**src/assert_macros.svh**
```systemverilog
// ----------------------------------------------------------------------------
// Assertion macros
// Clocked assertion helpers shared by the RTL; define NO_ASSERTIONS to drop them.
// ----------------------------------------------------------------------------
`ifndef ASSERT_MACROS_SVH
`define ASSERT_MACROS_SVH

`ifndef NO_ASSERTIONS

// Check a property at every rising edge outside reset.
`define ASSERT_CLKD(label, clk, rst, prop, msg) \
  label: assert property (@(posedge clk) disable iff (rst) prop) else $error(msg);

// Check that a condition never holds at a rising edge outside reset.
`define ASSERT_NEVER(label, clk, rst, cond, msg) \
  label: assert property (@(posedge clk) disable iff (rst) !(cond)) else $error(msg);

`else

`define ASSERT_CLKD(label, clk, rst, prop, msg)
`define ASSERT_NEVER(label, clk, rst, cond, msg)

`endif

`endif

```
**src/smr90_pkg.sv**
```systemverilog
// ----------------------------------------------------------------------------
// smr90_pkg
// Shared constants, command codes, sequencer states and control bundle.
// ----------------------------------------------------------------------------
package smr90_pkg;

  localparam int MAX_SIDE_DEF      = 16;
  localparam int ELEMENT_WIDTH_DEF = 32;

  localparam int SIDE_W  = 5;   // matrix_side register width
  localparam int CMD_W   = 2;
  localparam int IDX_W   = 4;   // row / column field width
  localparam int VALUE_W = 32;  // write_value / read_value width

  localparam logic [SIDE_W-1:0] SIDE_RESET = 5'd16;

  typedef enum logic [CMD_W-1:0] {
    CMD_WRITE  = 2'd0,
    CMD_ROTATE = 2'd1,
    CMD_READ   = 2'd2,
    CMD_NONE   = 2'd3
  } cmd_t;

  typedef enum logic [2:0] {
    ST_IDLE,
    ST_READ_WAIT,
    ST_ROT_READ,
    ST_ROT_WRITE,
    ST_FINISH
  } state_t;

  // Ring position of one element of a group of four
  typedef enum logic [1:0] {
    POS_TOP    = 2'd0,
    POS_LEFT   = 2'd1,
    POS_BOTTOM = 2'd2,
    POS_RIGHT  = 2'd3
  } pos_t;

  // Memory access request from the sequencer
  typedef struct packed {
    logic rd_en;
    logic wr_en;
    logic host_sel;  // address and data come from the input word
    pos_t pos;       // ring position during a rotation
  } mem_ctl_t;

endpackage

```
**src/smr90_agen.sv**
```systemverilog
// ----------------------------------------------------------------------------
// smr90_agen
// Shared address unit: picks a row and column and forms the row-major address.
// ----------------------------------------------------------------------------
module smr90_agen #(
  parameter int MAX_SIDE = smr90_pkg::MAX_SIDE_DEF,
  parameter int IW       = $clog2(MAX_SIDE),
  parameter int AW       = $clog2(MAX_SIDE * MAX_SIDE)
) (
  input  logic                        host_sel,
  input  smr90_pkg::pos_t             pos,
  input  logic [smr90_pkg::IDX_W-1:0] host_row,
  input  logic [smr90_pkg::IDX_W-1:0] host_col,
  input  logic [IW-1:0]               ring,
  input  logic [IW-1:0]               k,
  input  logic [IW-1:0]               last,
  input  logic [IW-1:0]               opp,
  output logic [AW-1:0]               addr
);

  logic [IW-1:0] sel_row;
  logic [IW-1:0] sel_col;

  always_comb begin
    sel_row = IW'(host_row);
    sel_col = IW'(host_col);
    if (!host_sel) begin
      case (pos)
        smr90_pkg::POS_TOP: begin
          sel_row = ring;
          sel_col = k;
        end
        smr90_pkg::POS_LEFT: begin
          sel_row = opp;
          sel_col = ring;
        end
        smr90_pkg::POS_BOTTOM: begin
          sel_row = last;
          sel_col = opp;
        end
        smr90_pkg::POS_RIGHT: begin
          sel_row = k;
          sel_col = last;
        end
        default: begin
          sel_row = ring;
          sel_col = k;
        end
      endcase
    end
  end

  assign addr = AW'(sel_row) * AW'(MAX_SIDE) + AW'(sel_col);

endmodule

```
**config.mk**
```make
export PLATFORM = sky130hd
export DESIGN_NAME = smr90_agen
export DESIGN_NICKNAME = d
export VERILOG_FILES = /design/src/assert_macros.svh /design/src/smr90_pkg.sv /design/src/smr90_agen.sv
export SDC_FILE = /design/constraint.sdc
export NUM_CORES = 1
export LEC_CHECK = 0
export BUFFER_PORTS_ARGS = -buffer_cell sky130_fd_sc_hd__clkbuf_2
export CAP_MARGIN = 5
export CORE_AREA = 5 5 42 44
export DETAILED_ROUTE_END_ITERATION = 12
export DIE_AREA = 0 0 47 49
export PLACE_DENSITY = 0.55
export RECOVER_POWER = 50
export SLEW_MARGIN = 30
export SYNTH_ARGS = -nofsm -noshare
export SYNTH_HDL_FRONTEND = slang
export SYNTH_SLANG_ARGS = --single-unit
```
**constraint.sdc**
```tcl
create_clock -name vclk -period 1.8
set_input_delay 0.18 -clock vclk [all_inputs]
set_output_delay 0.18 -clock vclk [all_outputs]
set_load 0.02 [all_outputs]
```
==> qor.csv <==
metric,value,unit
status,"complete, no violations",
floorplan.die.height,49,µm
dp_cells,81,
track_usage,0.0744,
critPathLaunchType,input pin,
worstMarginPinSlew,0.499,ns
dieWidth,47,µm
hold-worst-slack,0.731,ns
yosysSeqAreaShare,0,
slew_headroom,0.667,
ir_drop,0.0000799,V
setup_viol,0,
slew_viol_final,0,
synth-simple-area-share,0.226,
viasPerCell,4.67,
start_util,0.189,
synth_xor_area_frac,0,
tns,0,ns
end_kind,output pin,
layout-drive-gt1-share,0.477,
gp_congestion,0.676,
yosysWarnings,0,
fmaxAchievable,728,MHz
synth_top_family_by_area,multiplexers,
slowest_delay,0.31,ns
antenna_cells,0,
antenna_found_initial,0,
setup_slack,0.426,ns
multi_input_area,250,µm²
design.seq.count,0,
cp_cell_sequence,clkbuf_2 > mux2i_1 > a221oi_1 > clkbuf_1,
nClkBuffers,0,
dp_slack,0.422,ns
ant_nets,0,
crit_arrival,1.19,ns
worstSetupPathType,input pin to output pin,
cts_resized,0,
vias,378,
synth_area,265,µm²
fill_cells,163,
drtIter0Drc,0,
core_area,1400,µm²
period_minus_slack,1.37,ns
dieArea,2300,µm²
max_cap_violations,0,
synth_area_per_cell,8.29,µm²
power_density,275,nW/µm²
grt_pass1_vias,378,
grt_first_pass_wirelength,1.39,mm
portBuffers,35,
synth_mux_area_frac,0.453,
worstPathMaxFanout,12,
routedWlPerCell,10.9,µm
io_pins,35,
dpl.hpwl,806,µm
firstDrtPassIters,1,
final_util,0.314,
synth_nets,59,
synth-adder-area-share,0,
slowest_stage,clkbuf_2,
p_leak,0.238,nW
hold_path_class,input pin to output pin,
num_rows,14,
postCtsHoldBufs,0,
required,1.62,ns
hold_viol,0,
drc,0,
register_area,0,µm²
wl,885,µm
synth_compound_area_frac,0.264,
yosysUniqueCellTypes,6,
syn_to_final_growth,66.0,%
rsz0062_at_grt,false,
final_cells,81,
grt_overflow,0,
final_nets,94,
cts_setup_buffers,0,
synthCells,32,
period_share,0.763,
grt_max_degree,13,
==> path summary, 6_finish.rpt <==
kind / slack [ns] / cells past startpoint / from / end
min: 0.73 / 4 / host_row[3] / addr[7]
max: 0.43 / 4 / pos[1] / addr[6]
==> critical path, delay by kind of cell <==
family / cells / cell delay [ns]
muxes: 1 / 0.15
AOI/OAI and AO/OA: 1 / 0.29
buffers and inverters: 2 / 0.57
==> kinds of logic (layout without fill, tap and decap cells) <==
| family | after synthesis | count (layout) |
|---|---|---|
| muxes | 12 | 12 |
| and+or+nand+nor | 10 | 10 |
| AOI/OAI and AO/OA | 8 | 8 |
| buffers and inverters | 2 | 35 |
==> per-layer routing <==
metal | part of all wire | wire length [µm] | global-route usage
met1 | 0.39 | 341 | 0.0913
met2 | 0.47 | 419 | 0.138
met3 | 0.14 | 123 | 0.0111
met4 | 0 | 0 | 0
met5 | 0 | 0 | 0
==> cell usage after synthesis <==
| master | n | area share |
|---|---|---|
| clkbuf_1 | 1 | 0.014 |
| mux2i_1 | 12 | 0.45 |
| nor2b_1 | 9 | 0.21 |
| nor2_1 | 1 | 0.014 |
| buf_6 | 1 | 0.042 |
| a221oi_1 | 8 | 0.26 |
==> area by class of cell <==
| cell class | count | area share |
|---|---|---|
| Tap cell | 16 | 0.0455 |
| Timing Repair Buffer | 35 | 0.386 |
| Multi-Input combinational cell | 30 | 0.568 |
==> report_power, final <==
group / internal (mW) / leakage (nW) / switching [mW]
clock: 0 / 0 / 0
combinational: 0.0564 / 0.238 / 0.0649
sequential: 0 / 0 / 0
==> metrics by stage <==
| stage | instance area [µm²] | power (mW) |
|---|---|---|
| 3_3_place_gp | 445 | 0.125 |
| 5_1_grt | 440 | 0.135 |
| 3_5_place_dp | 445 | 0.126 |
| 2_1_floorplan | 265 | 0.0729 |
| 4_1_cts | 445 | 0.126 |
| 6_report | 440 | 0.121 |
==> layout by cell type, fill, tap and decap left out <==
cell type  synthesis  final
mux2i_1           12     12
clkbuf_2           0     31
clkbuf_1           1      4
nor2_1             1      1
a221oi_1           8      8
nor2b_1            9      9
Note: power is estimated with default switching activity, not from simulation.
