===== config.mk =====
export PLATFORM = sky130hd
export DESIGN_NAME = smr90_seq
export DESIGN_NICKNAME = d
export VERILOG_FILES = /design/src/assert_macros.svh /design/src/smr90_pkg.sv /design/src/smr90_seq.sv
export SDC_FILE = /design/constraint.sdc
export NUM_CORES = 1
export LEC_CHECK = 0
export BUFFER_PORTS_ARGS = -buffer_cell sky130_fd_sc_hd__buf_4
export CORE_ASPECT_RATIO = 1.2
export CORE_MARGIN = 2
export CORE_UTILIZATION = 49
export CTS_BUF_LIST = sky130_fd_sc_hd__clkbuf_16
export DETAILED_ROUTE_END_ITERATION = 10
export PLACE_DENSITY = 0.82
export SYNTH_ARGS = -nofsm -noshare
export SYNTH_HDL_FRONTEND = slang
export SYNTH_SLANG_ARGS = --single-unit

===== constraint.sdc =====
create_clock -name clk -period 3.1 [get_ports clk]
set_input_delay 0.465 -clock clk [delete_from_list [all_inputs] [get_ports clk]]
set_output_delay 0.465 -clock clk [all_outputs]
set_load 0.02 [all_outputs]

===== src/assert_macros.svh =====
// ----------------------------------------------------------------------------
// Assertion macros
// Clocked assertion helpers shared by the RTL; define NO_ASSERTIONS to drop them.
// ----------------------------------------------------------------------------
`ifndef ASSERT_MACROS_SVH
`define ASSERT_MACROS_SVH

`ifndef NO_ASSERTIONS

// Check a property at every rising edge outside reset.
`define ASSERT_CLKD(label, clk, rst, prop, msg) \
  label: assert property (@(posedge clk) disable iff (rst) prop) else $error(msg);

// Check that a condition never holds at a rising edge outside reset.
`define ASSERT_NEVER(label, clk, rst, cond, msg) \
  label: assert property (@(posedge clk) disable iff (rst) !(cond)) else $error(msg);

`else

`define ASSERT_CLKD(label, clk, rst, prop, msg)
`define ASSERT_NEVER(label, clk, rst, cond, msg)

`endif

`endif


===== src/smr90_pkg.sv =====
// ----------------------------------------------------------------------------
// smr90_pkg
// Shared constants, command codes, sequencer states and control bundle.
// ----------------------------------------------------------------------------
package smr90_pkg;

  localparam int MAX_SIDE_DEF      = 16;
  localparam int ELEMENT_WIDTH_DEF = 32;

  localparam int SIDE_W  = 5;   // matrix_side register width
  localparam int CMD_W   = 2;
  localparam int IDX_W   = 4;   // row / column field width
  localparam int VALUE_W = 32;  // write_value / read_value width

  localparam logic [SIDE_W-1:0] SIDE_RESET = 5'd16;

  typedef enum logic [CMD_W-1:0] {
    CMD_WRITE  = 2'd0,
    CMD_ROTATE = 2'd1,
    CMD_READ   = 2'd2,
    CMD_NONE   = 2'd3
  } cmd_t;

  typedef enum logic [2:0] {
    ST_IDLE,
    ST_READ_WAIT,
    ST_ROT_READ,
    ST_ROT_WRITE,
    ST_FINISH
  } state_t;

  // Ring position of one element of a group of four
  typedef enum logic [1:0] {
    POS_TOP    = 2'd0,
    POS_LEFT   = 2'd1,
    POS_BOTTOM = 2'd2,
    POS_RIGHT  = 2'd3
  } pos_t;

  // Memory access request from the sequencer
  typedef struct packed {
    logic rd_en;
    logic wr_en;
    logic host_sel;  // address and data come from the input word
    pos_t pos;       // ring position during a rotation
  } mem_ctl_t;

endpackage


===== src/smr90_seq.sv =====
// ----------------------------------------------------------------------------
// smr90_seq
// Command sequencer: host accesses and the ring walk of a rotation.
// ----------------------------------------------------------------------------
module smr90_seq #(
  parameter int MAX_SIDE = smr90_pkg::MAX_SIDE_DEF,
  parameter int IW       = $clog2(MAX_SIDE)
) (
  input  logic                         clk,
  input  logic                         rst,
  input  logic                         take,
  input  smr90_pkg::cmd_t              cmd,
  input  logic                         idx_ok,
  input  logic [smr90_pkg::SIDE_W-1:0] eff_side,
  input  logic                         out_free,
  output logic                         ready,
  output logic                         finish,
  output smr90_pkg::mem_ctl_t          ctl,
  output logic [IW-1:0]                ring,
  output logic [IW-1:0]                k,
  output logic [IW-1:0]                last,
  output logic [IW-1:0]                opp
);

  smr90_pkg::state_t state, state_next;
  logic [IW-1:0]     ring_next, k_next;
  logic [1:0]        phase, phase_next;
  logic [IW-1:0]     side_m1;
  logic [IW-1:0]     span;
  logic [IW-1:0]     k_inc;

  assign side_m1 = IW'(eff_side - smr90_pkg::SIDE_W'(1));
  assign last    = side_m1 - ring;
  assign opp     = side_m1 - k;
  assign span    = last - ring;
  assign k_inc   = k + IW'(1);

  always_ff @(posedge clk) begin
    if (rst) begin
      state <= smr90_pkg::ST_IDLE;
      ring  <= '0;
      k     <= '0;
      phase <= '0;
    end else begin
      state <= state_next;
      ring  <= ring_next;
      k     <= k_next;
      phase <= phase_next;
    end
  end

  always_comb begin
    state_next   = state;
    ring_next    = ring;
    k_next       = k;
    phase_next   = phase;
    ready        = 1'b0;
    finish       = 1'b0;
    ctl.rd_en    = 1'b0;
    ctl.wr_en    = 1'b0;
    ctl.host_sel = 1'b0;
    ctl.pos      = smr90_pkg::pos_t'(phase);

    case (state)
      smr90_pkg::ST_IDLE: begin
        // hold off input words while in reset
        ready        = !rst;
        ctl.host_sel = 1'b1;
        if (take) begin
          case (cmd)
            smr90_pkg::CMD_WRITE: begin
              ctl.wr_en  = idx_ok;
              state_next = smr90_pkg::ST_FINISH;
            end
            smr90_pkg::CMD_READ: begin
              ctl.rd_en  = idx_ok;
              state_next = idx_ok ? smr90_pkg::ST_READ_WAIT : smr90_pkg::ST_FINISH;
            end
            smr90_pkg::CMD_ROTATE: begin
              ring_next  = '0;
              k_next     = '0;
              phase_next = '0;
              // a side of one or zero has no ring to turn
              state_next = (eff_side >= smr90_pkg::SIDE_W'(2)) ?
                           smr90_pkg::ST_ROT_READ : smr90_pkg::ST_FINISH;
            end
            default: begin
              state_next = smr90_pkg::ST_FINISH;
            end
          endcase
        end
      end

      smr90_pkg::ST_READ_WAIT: begin
        state_next = smr90_pkg::ST_FINISH;
      end

      smr90_pkg::ST_ROT_READ: begin
        ctl.rd_en  = 1'b1;
        phase_next = phase + 2'd1;
        if (phase == 2'd3) begin
          state_next = smr90_pkg::ST_ROT_WRITE;
        end
      end

      smr90_pkg::ST_ROT_WRITE: begin
        ctl.wr_en  = 1'b1;
        phase_next = phase + 2'd1;
        if (phase == 2'd3) begin
          if (k_inc < last) begin
            k_next     = k_inc;
            state_next = smr90_pkg::ST_ROT_READ;
          end else if ({1'b0, span} >= (IW + 1)'(3)) begin
            // next ring inward still has a group
            ring_next  = ring + IW'(1);
            k_next     = ring + IW'(1);
            state_next = smr90_pkg::ST_ROT_READ;
          end else begin
            state_next = smr90_pkg::ST_FINISH;
          end
        end
      end

      smr90_pkg::ST_FINISH: begin
        finish = out_free;
        if (out_free) begin
          state_next = smr90_pkg::ST_IDLE;
        end
      end

      default: begin
        state_next = smr90_pkg::ST_IDLE;
      end
    endcase
  end

endmodule


==> flow_metrics.env, run 1 <==
export IMPL_grtUsageMet3_pct=2.76
export IMPL_cp_slowest_stage_delay_ns=0.43
export IMPL_r2r_cells=12
export IMPL_p_per_area_nw_per_um2=436
export IMPL_multi_input_area_sq_um=1310
export IMPL_numClockSinks=13
export IMPL_fin_crit_sh_pct=96.5
export IMPL_grtUsageMet1_pct=26.8
export IMPL_htree_levels=1
export IMPL_synth_nets=214
export IMPL_rows=22
export IMPL_slew_headroom_pct=65.0
export IMPL_synth_cell_type_count=55
export IMPL_antenna_cells=0
export IMPL_drtIter0Drc=49
export IMPL_dpl_hpwl_mm=3.09
export IMPL_final_nets=265
export IMPL_cp_start_kind="primary input"
export IMPL_drv_cap=0
export IMPL_yosys_area_top_type="dfxtp_1"
export IMPL_r2r_end="ring[0]"
export IMPL_rrSetupSlack_ns=0.31
export IMPL_seq_area_frac_synth_pct=17.2
export IMPL_worst_path_max_fanout=5
export IMPL_yosys_area_share_simple_pct=19.1
export IMPL_layout_cells_non_filler=265
export IMPL_synth_compound_area_share_pct=23.7
export IMPL_ff_latch_area_sq_um=260
export IMPL_synthTopCellsByArea="dfxtp_1, ha_1, xnor2_1"
export IMPL_firstDrtPassIters=4
export IMPL_cpMaxStageDelayCell="a2111oi_4"
export IMPL_crit_path_end_kind="flip-flop"
export IMPL_grt_overflow=0
export IMPL_cp_endpoint="ring[0]"
export IMPL_antenna_found_initial=0
export IMPL_synth_most_common_cell="ha_1"
export IMPL_power_leakage_uw=0.000913
export IMPL_outcome="finished clean"
export IMPL_yosys_warnings=0
export IMPL_syn_area_sq_um=1510
export IMPL_clk_pin_slew_ns=0.05
export IMPL_ys_ff_latch=13
export IMPL_synthMuxAreaShare_pct=2.73
export IMPL_synth_common_cells="ha_1, inv_1, dfxtp_1"
export IMPL_core_area_sq_um=3000
export IMPL_worstPathCellList="buf_4 > inv_1 > ha_4 > xor2_4 > ha_4 > nand2_1 > o21a_2 > xnor2_2 > xnor2_2 > inv_2 > ha_4 > o211ai_4 > a2111oi_4 > a21boi_2 > mux2_4"
export IMPL_synth_top_family_by_area="compound AO/OA/AOI/OAI gates"
export IMPL_grt_pass1_wl_mm=6.29
export IMPL_grt_start_max_net_pins=18
export IMPL_vias=1565
export IMPL_slew_viol_final=0
export IMPL_dp_cells=258
export IMPL_fp_dieW_um=54.7
export IMPL_worst_hold_path_type="in2reg"
export IMPL_skew_ns=0.000544
export IMPL_r2r_start="ring[2]"
export IMPL_drive_gt1_share_pct=33.2
export IMPL_die_area_sq_um=3550
export IMPL_worstSkewPairLatency_ns=0.24
export IMPL_die_h_um=64.9
export IMPL_crit_top_cell="ha_4"
export IMPL_yosysTopAreaCellShare_pct=17.2
export IMPL_fin_crit_ns=2.99
export IMPL_synthCells=179
export IMPL_total_power_uw=929
export IMPL_port_buffers=34
export IMPL_wire_per_inst_um=15.2
export IMPL_numCtsBuffers=3
export IMPL_synthFlopType="dfxtp_1"
export IMPL_max_freq_mhz=334
export IMPL_synth_edff_count=0
export IMPL_routed_wl_mm=4.03
export IMPL_cp_arrival_ns=3.18
export IMPL_required_ns=3.29
export IMPL_cts_buffer_depth=2
export IMPL_grtUsageTotal_pct=23.9
export IMPL_drc=0
export IMPL_crit_type="in2reg"
export IMPL_synth_fa_ha_area_share_pct=20.5
export IMPL_hold_violations=0
export IMPL_synthToLayoutAreaGrowth_pct=40.8
export IMPL_grt_pass1_vias=1479
export IMPL_ir_drop_mv=0.371
export IMPL_syn_area_per_cell_sq_um=8.45
export IMPL_gp_congestion=0.823
export IMPL_setup_violations_final=0
export IMPL_synth_xor_area_share_pct=11.2
export IMPL_cts_root_buf="clkbuf_16"
export IMPL_tightest_slew_ns=0.517
export IMPL_ant_nets=0
export IMPL_initial_core_util_pct=50.4
export IMPL_io_pins=35
export IMPL_cts_tree="yes"
export IMPL_synthArstFlopShare_pct=0
export IMPL_via_per_inst=5.91
export IMPL_use_met2_pct=43.3
export IMPL_num_fill_cells=250
export IMPL_top_usage_layer="met2"
export IMPL_critPathLaunch="eff_side[0]"
==> layout make-up <==
| type | instances | share of cell area (%) |
|---|---|---|
| Tap cell | 36 | 2.12 |
| Clock buffer | 3 | 3.53 |
| Clock inverter | 1 | 0.176 |
| Sequential cell | 13 | 12.2 |
| Multi-Input combinational cell | 146 | 61.7 |
| Timing Repair Buffer | 49 | 17.3 |
| Inverter | 17 | 3.00 |
==> worst max-delay path: cells and delay by family <==
kind | cells | cell delay [ns]
xor+xnor | 3 | 0.50
fa+ha+maj | 3 | 0.77
mux | 1 | 0.17
simple gates | 1 | 0.05
compound gates | 4 | 1.02
buf+inv | 3 | 0.20
==> cell families after synthesis <==
family / count (synthesis)
xor gates and xnor gates: 15
adders and majority gates: 23
AOI/OAI and AO/OA: 48
muxes: 4
buffers and inverters: 22
and+or+nand+nor: 54
DFF: 13
==> report_power, final <==
part           leakage (uW)  switching (uW)  internal, uW  total [uW]
sequential         0.000105            39.4           182         222
combinational      0.000765             247           215         462
clock             0.0000423            75.0           170         245
total              0.000913             361           568         929
==> metrics by stage <==
step / hold slack (ns) / TNS (ns) / util [%] / setup slack [ns] / cell area, sq um
2_1_floorplan: 0.584 / -0.553 / - / -0.124 / 1590
5_1_grt: 0.542 / -0.0301 / 71.0 / -0.0177 / 2130
3_3_place_gp: 0.527 / -0.499 / 65.8 / -0.109 / 1980
6_report: 0.533 / 0 / 71.0 / 0.110 / 2130
3_5_place_dp: 0.538 / -1.20 / 65.8 / -0.179 / 1980
4_1_cts: 0.530 / 0 / 68.5 / 0.0814 / 2050
==> what timing repair did <==
action,in CTS,in global routing
hold buffers,0,0
gates resized for setup,0,7
setup endpoints to repair,0,9
buffers inserted,0,1
==> per-layer routing <==
layer / part of all wire, % / vias to the layer above / routed length (um)
met4: 2.4 / 0 / 95
met2: 54 / 37 / 2160
met5: 0 / - / 0
met3: 2.3 / 9 / 94
li1: - / 760 / -
met1: 42 / 759 / 1680
==> flip-flops by register name, summed over array words and instances, names as in the netlist <==
register  cells
ring          4
phase         2
k             4
state         3
==> cells in the final DEF (no fill, tap or decap), drive strengths merged, types with 3 or more instances in the layout <==
| master | n |
|---|---|
| a21o | 3 |
| a31oi | 4 |
| buf | 49 |
| nand2 | 9 |
| o21ai | 3 |
| o211ai | 5 |
| fa | 3 |
| ha | 20 |
| nor3 | 6 |
| nor2 | 12 |
| o21a | 3 |
| dfxtp | 13 |
| mux2i | 3 |
| a21boi | 3 |
| xnor2 | 9 |
| a21oi | 13 |
| nand3 | 7 |
| a211oi | 3 |
| xor2 | 4 |
| clkbuf | 3 |
| nand2b | 6 |
| inv | 18 |
==> worst min path at each step <==
stage | startpoint | to | slack (ns) | cells past startpoint
6_report | rst | state[1] | 0.53 | 2
5_1_grt | rst | state[0] | 0.54 | 2
4_1_cts | rst | state[1] | 0.53 | 2
3_5_place_dp | phase[1] | phase[1] | 0.54 | 2
3_3_place_gp | phase[1] | phase[1] | 0.53 | 2
2_1_floorplan | k[1] | k[1] | 0.58 | 2
(Power assumes the default switching activity.)
==> inputs of run 2 (changes only) <==
Settings changed: RECOVER_POWER from default to 100.
==> run 2 against run 1 <==
Effect of this change:
- clock power is essentially flat
- non-clock buffer count is the same
- cell area shrank 3.8%
- die area is the same
- register-to-register slack lost 0.08 ns
==> flow_metrics.env, run 2 (synthesis results as in run 1) <==
export IMPL_outcome="finished clean"
export IMPL_cts_tree="yes"
export IMPL_grtUsageTotal_pct=23.9
export IMPL_cp_start_kind="primary input"
export IMPL_antenna_found_initial=0
export IMPL_layout_cells_non_filler=265
export IMPL_setup_tns_ns=0
export IMPL_max_freq_mhz=334
export IMPL_cp_slowest_stage_delay_ns=0.43
export IMPL_die_h_um=64.9
export IMPL_cts_buffer_depth=2
export IMPL_total_power_uw=900
export IMPL_grt_pass1_vias=1479
export IMPL_fin_crit_sh_pct=96.5
export IMPL_p_per_area_nw_per_um2=439
export IMPL_ir_drop_mv=0.366
export IMPL_hold_violations=0
export IMPL_crit_top_cell="ha_4"
export IMPL_grt_start_max_net_pins=18
export IMPL_worst_hold_path_type="reg2reg"
export IMPL_grt_overflow=0
export IMPL_gp_congestion=0.823
export IMPL_wire_per_inst_um=15.2
export IMPL_required_ns=3.29
export IMPL_cp_arrival_ns=3.18
export IMPL_numClockSinks=13
export IMPL_dp_cells=258
export IMPL_antenna_cells=0
export IMPL_slew_viol_final=0
export IMPL_ant_nets=0
export IMPL_io_pins=35
export IMPL_fin_crit_ns=2.99
export IMPL_drive_gt1_share_pct=23.6
export IMPL_via_per_inst=5.88
export IMPL_worstPathCellList="buf_4 > inv_1 > ha_4 > xor2_4 > ha_4 > nand2_1 > o21a_2 > xnor2_2 > xnor2_2 > inv_2 > ha_4 > o211ai_4 > a2111oi_4 > a21boi_2 > mux2_4"
export IMPL_clk_pin_slew_ns=0.04
export IMPL_crit_type="in2reg"
export IMPL_power_leakage_uw=0.000828
export IMPL_numCtsBuffers=3
export IMPL_final_core_util_pct=68.3
export IMPL_routed_wl_mm=4.02
export IMPL_vias=1557
export IMPL_dpl_hpwl_mm=3.09
export IMPL_initial_core_util_pct=50.4
export IMPL_slew_headroom_pct=65.2
export IMPL_drtIter0Drc=54
export IMPL_firstDrtPassIters=4
export IMPL_worst_path_max_fanout=5
export IMPL_port_buffers=34
export IMPL_tightest_slew_ns=0.515
export IMPL_skew_ns=0.000770
export IMPL_layout_common_cells="buf_4, clkbuf_1, inv_1, ha_1, dfxtp_1"
export IMPL_reg_top3="k x4, ring x4, state x3"
export IMPL_htree_levels=1
export IMPL_crit_path_end_kind="flip-flop"
export IMPL_fp_dieW_um=54.7
export IMPL_worstSkewPairLatency_ns=0.24
export IMPL_grt_pass1_wl_mm=6.29
export IMPL_final_nets=265
export IMPL_synthToLayoutAreaGrowth_pct=35.5
export IMPL_cts_root_buf="clkbuf_16"
export IMPL_final_common_cell="buf_4"
export IMPL_core_area_sq_um=3000
export IMPL_hold_ws_ns=0.538
export IMPL_die_area_sq_um=3550
export IMPL_rows=22
export IMPL_drc=0
export IMPL_drv_cap=0
export IMPL_cpMaxStageDelayCell="a2111oi_4"
export IMPL_setup_violations_final=0
run 2: layout make-up:
cell class / instances / area [sq um]
Clock buffer: 3 / 75.1
Clock inverter: 1 / 3.75
Fill cell: 272 / 951
Inverter: 17 / 63.8
Multi-Input combinational cell: 146 / 1310
Sequential cell: 13 / 260
Tap cell: 36 / 45.0
Timing Repair Buffer: 49 / 289
run 2: what timing repair did:
action / CTS / global route
setup endpoints to repair: 0 / 9
gates resized for setup: 0 / 7
buffers inserted: 0 / 1
hold buffers: 0 / 0
run 2: worst max-delay path, delay by kind of cell:
| kind | cells | cell delay [ns] |
|---|---|---|
| mux | 1 | 0.17 |
| simple gates | 1 | 0.05 |
| fa+ha+maj | 3 | 0.77 |
| compound gates | 4 | 1.02 |
| buf+inv | 3 | 0.20 |
| xor+xnor | 3 | 0.50 |
run 2: stage by stage:
step                cell area (sq um)  worst slack (ns)
global placement                 1980            -0.109
CTS                              2050            0.0814
floorplan                        1590            -0.124
detailed placement               1980            -0.179
global route                     2050           -0.0167
finish                           2050             0.108
run 2: power breakdown:
part / leakage [uW] / switching (uW) / internal [uW] / total (uW)
logic: 0.000681 / 246 / 188 / 433
clock network: 0.0000423 / 74.7 / 170 / 245
registers: 0.000105 / 39.1 / 182 / 222
run 2: per-layer routing:
metal / track usage (%) / wire length, um
met4: 9.69 / 95
met1: 26.8 / 1660
met5: 0 / 0
met2: 43.3 / 2170
met3: 2.76 / 102
run 2: path summary, 6_finish.rpt:
path,to,cells past startpoint,startpoint,slack (ns)
setup / recovery,ring[0],15,eff_side[0],0.11
hold / removal,phase[1],2,phase[1],0.54
setup reg to reg,ring[0],8,ring[1],0.23
hold reg to reg,phase[1],2,phase[1],0.54
==> inputs of run 3 (changes only) <==
Settings changed: BUFFER_PORTS_ARGS -buffer_cell sky130_fd_sc_hd__buf_4 to default, CORE_UTILIZATION 49 to 57, DONT_BUFFER_PORTS from default to 1, PLACE_DENSITY 0.82 to 0.8.
==> run 3 against run 2 <==
Effect of this change:
- sequential power increased by 3%
- highest routed layer unchanged
- first-iteration DRC count decreased by 30%
- combinational power decreased by 14%
- sequential cell count unchanged
- utilization increased by 3.0 points
- wire length decreased by 0.52%
- global-route usage increased by 5.7 points
==> flow_metrics.env, run 3 (synthesis results as in run 1) <==
export IMPL_outcome="finished clean"
export IMPL_crit_path_end_kind="flip-flop"
export IMPL_setup_tns_ns=0
export IMPL_layout_cells_non_filler=228
export IMPL_drv_cap=0
export IMPL_setup_ws_ns=0.144
export IMPL_reg_top3="k x4, ring x4, state x3"
export IMPL_clockPowerShare_pct=29.1
export IMPL_die_area_sq_um=3080
export IMPL_ff_latch_area_sq_um=260
export IMPL_power_leakage_uw=0.000720
export IMPL_multi_input_area_sq_um=1250
export IMPL_cts_buffer_depth=2
export IMPL_ant_nets=0
export IMPL_antenna_cells=0
export IMPL_worstSkewPairLatency_ns=0.24
export IMPL_cts_tree="yes"
export IMPL_num_fill_cells=200
export IMPL_core_area_sq_um=2530
export IMPL_comb_power_share_pct=43.9
export IMPL_place_area_sq_um=1740
export IMPL_grtUsageTotal_pct=29.6
export IMPL_crit_buf_inv=2
export IMPL_crit_family="compound AO/OA/AOI/OAI gates"
export IMPL_cp_arrival_ns=3.09
export IMPL_initial_core_util_pct=59.9
export IMPL_skew_ns=0.000808
export IMPL_p_per_area_nw_per_um2=468
export IMPL_cpMaxStageDelayCell="a211oi_1"
export IMPL_port_buffers=0
export IMPL_pwr_share_seq_pct=27.0
export IMPL_power_switching_uw=333
export IMPL_rows=20
export IMPL_ir_drop_mv=0.494
export IMPL_via_per_inst=6.23
export IMPL_crit_type="in2reg"
export IMPL_worst_path_max_fanout=9
export IMPL_drtIter0Drc=38
export IMPL_worstPathCellList="inv_1 > ha_4 > xor2_2 > ha_1 > nand2_1 > o21a_2 > xnor2_2 > xnor2_2 > inv_1 > ha_4 > o211ai_4 > a211oi_1 > o32ai_1 > mux2_2"
export IMPL_fin_crit_sh_pct=95.4
export IMPL_required_ns=3.23
export IMPL_numClockSinks=13
export IMPL_clk_pin_slew_ns=0.05
export IMPL_final_cell_area_sq_um=1800
export IMPL_vias=1420
export IMPL_grt_pass1_wl_mm=6.84
export IMPL_switching_share_pct=39.5
export IMPL_drc=0
export IMPL_firstDrtPassIters=4
export IMPL_synthToLayoutAreaGrowth_pct=19.1
export IMPL_cp_start_kind="primary input"
export IMPL_numCtsBuffers=3
export IMPL_max_freq_mhz=338
export IMPL_postCtsHoldBufs=0
export IMPL_cts_root_buf="clkbuf_16"
export IMPL_slew_viol_final=0
export IMPL_worst_hold_path_type="in2reg"
export IMPL_dp_cells=224
export IMPL_cts_setup_buffers=0
export IMPL_final_nets=231
export IMPL_io_pins=35
export IMPL_fin_crit_ns=2.96
export IMPL_post_cts_resized=0
export IMPL_rrSetupSlack_ns=0.29
export IMPL_grt_pass1_vias=1463
export IMPL_tightest_slew_ns=0.859
export IMPL_die_h_um=60.4
export IMPL_slew_headroom_pct=42.2
export IMPL_drive_gt1_share_pct=15.9
export IMPL_dp_slack_ns=-0.0920
export IMPL_routed_wl_mm=4.00
export IMPL_wire_per_inst_um=17.5
export IMPL_gp_congestion=0.878
export IMPL_layout_common_cells="inv_1, ha_1, dfxtp_1"
export IMPL_fp_dieW_um=51.0
export IMPL_cp_slowest_stage_delay_ns=0.35
export IMPL_hold_violations=0
export IMPL_setup_violations_final=0
export IMPL_antenna_found_initial=0
export IMPL_htree_levels=1
export IMPL_grt_overflow=0
export IMPL_power_internal_uw=511
export IMPL_grt_start_max_net_pins=18
export IMPL_dpl_hpwl_mm=3.27
[run 3: path summary, 6_finish.rpt]
| path | startpoint | depth (start not counted) | end |
|---|---|---|---|
| hold / removal | rst | 1 | phase[0] |
| setup / recovery | eff_side[0] | 14 | ring[0] |
| hold reg to reg | ring[2] | 2 | ring[2] |
| setup reg to reg | ring[0] | 9 | k[3] |
[run 3: routing by layer]
layer  vias to the layer above  global-route usage [%]  wire length (um)  part of all wire [%]
li1                        690                       -                 -                     -
met1                       676                    30.8              1560                    39
met2                        46                    58.4              2190                    55
met3                         8                    7.14               185                   4.6
met4                         0                    8.88                62                   1.5
met5                         -                       0                 0                     0
[run 3: through the flow]
stage / power, uW / hold slack [ns] / util (%)
after CTS: 853 / 0.286 / 71.9
after detailed placement: 607 / 0.539 / 68.8
after global placement: 591 / 0.541 / 68.8
after floorplan: 515 / 0.584 / -
final: 844 / 0.291 / 71.3
after global routing: 901 / 0.282 / 71.3
[run 3: layout make-up]
| type | instances | share of cell area [%] |
|---|---|---|
| Inverter | 17 | 3.54 |
| Multi-Input combinational cell | 144 | 69.5 |
| Clock inverter | 1 | 0.208 |
| Timing Repair Buffer | 17 | 5.83 |
| Tap cell | 33 | 2.29 |
| Clock buffer | 3 | 4.17 |
| Sequential cell | 13 | 14.4 |
[run 3: power by group through the flow]
stage / combinational, uW / clock [uW] / sequential [uW]
finish: 371 / 245 / 228
global route: 407 / 262 / 232
CTS: 379 / 247 / 227
detailed placement: 377 / 0 / 230
global placement: 365 / 0 / 227
floorplan: 312 / 0 / 203
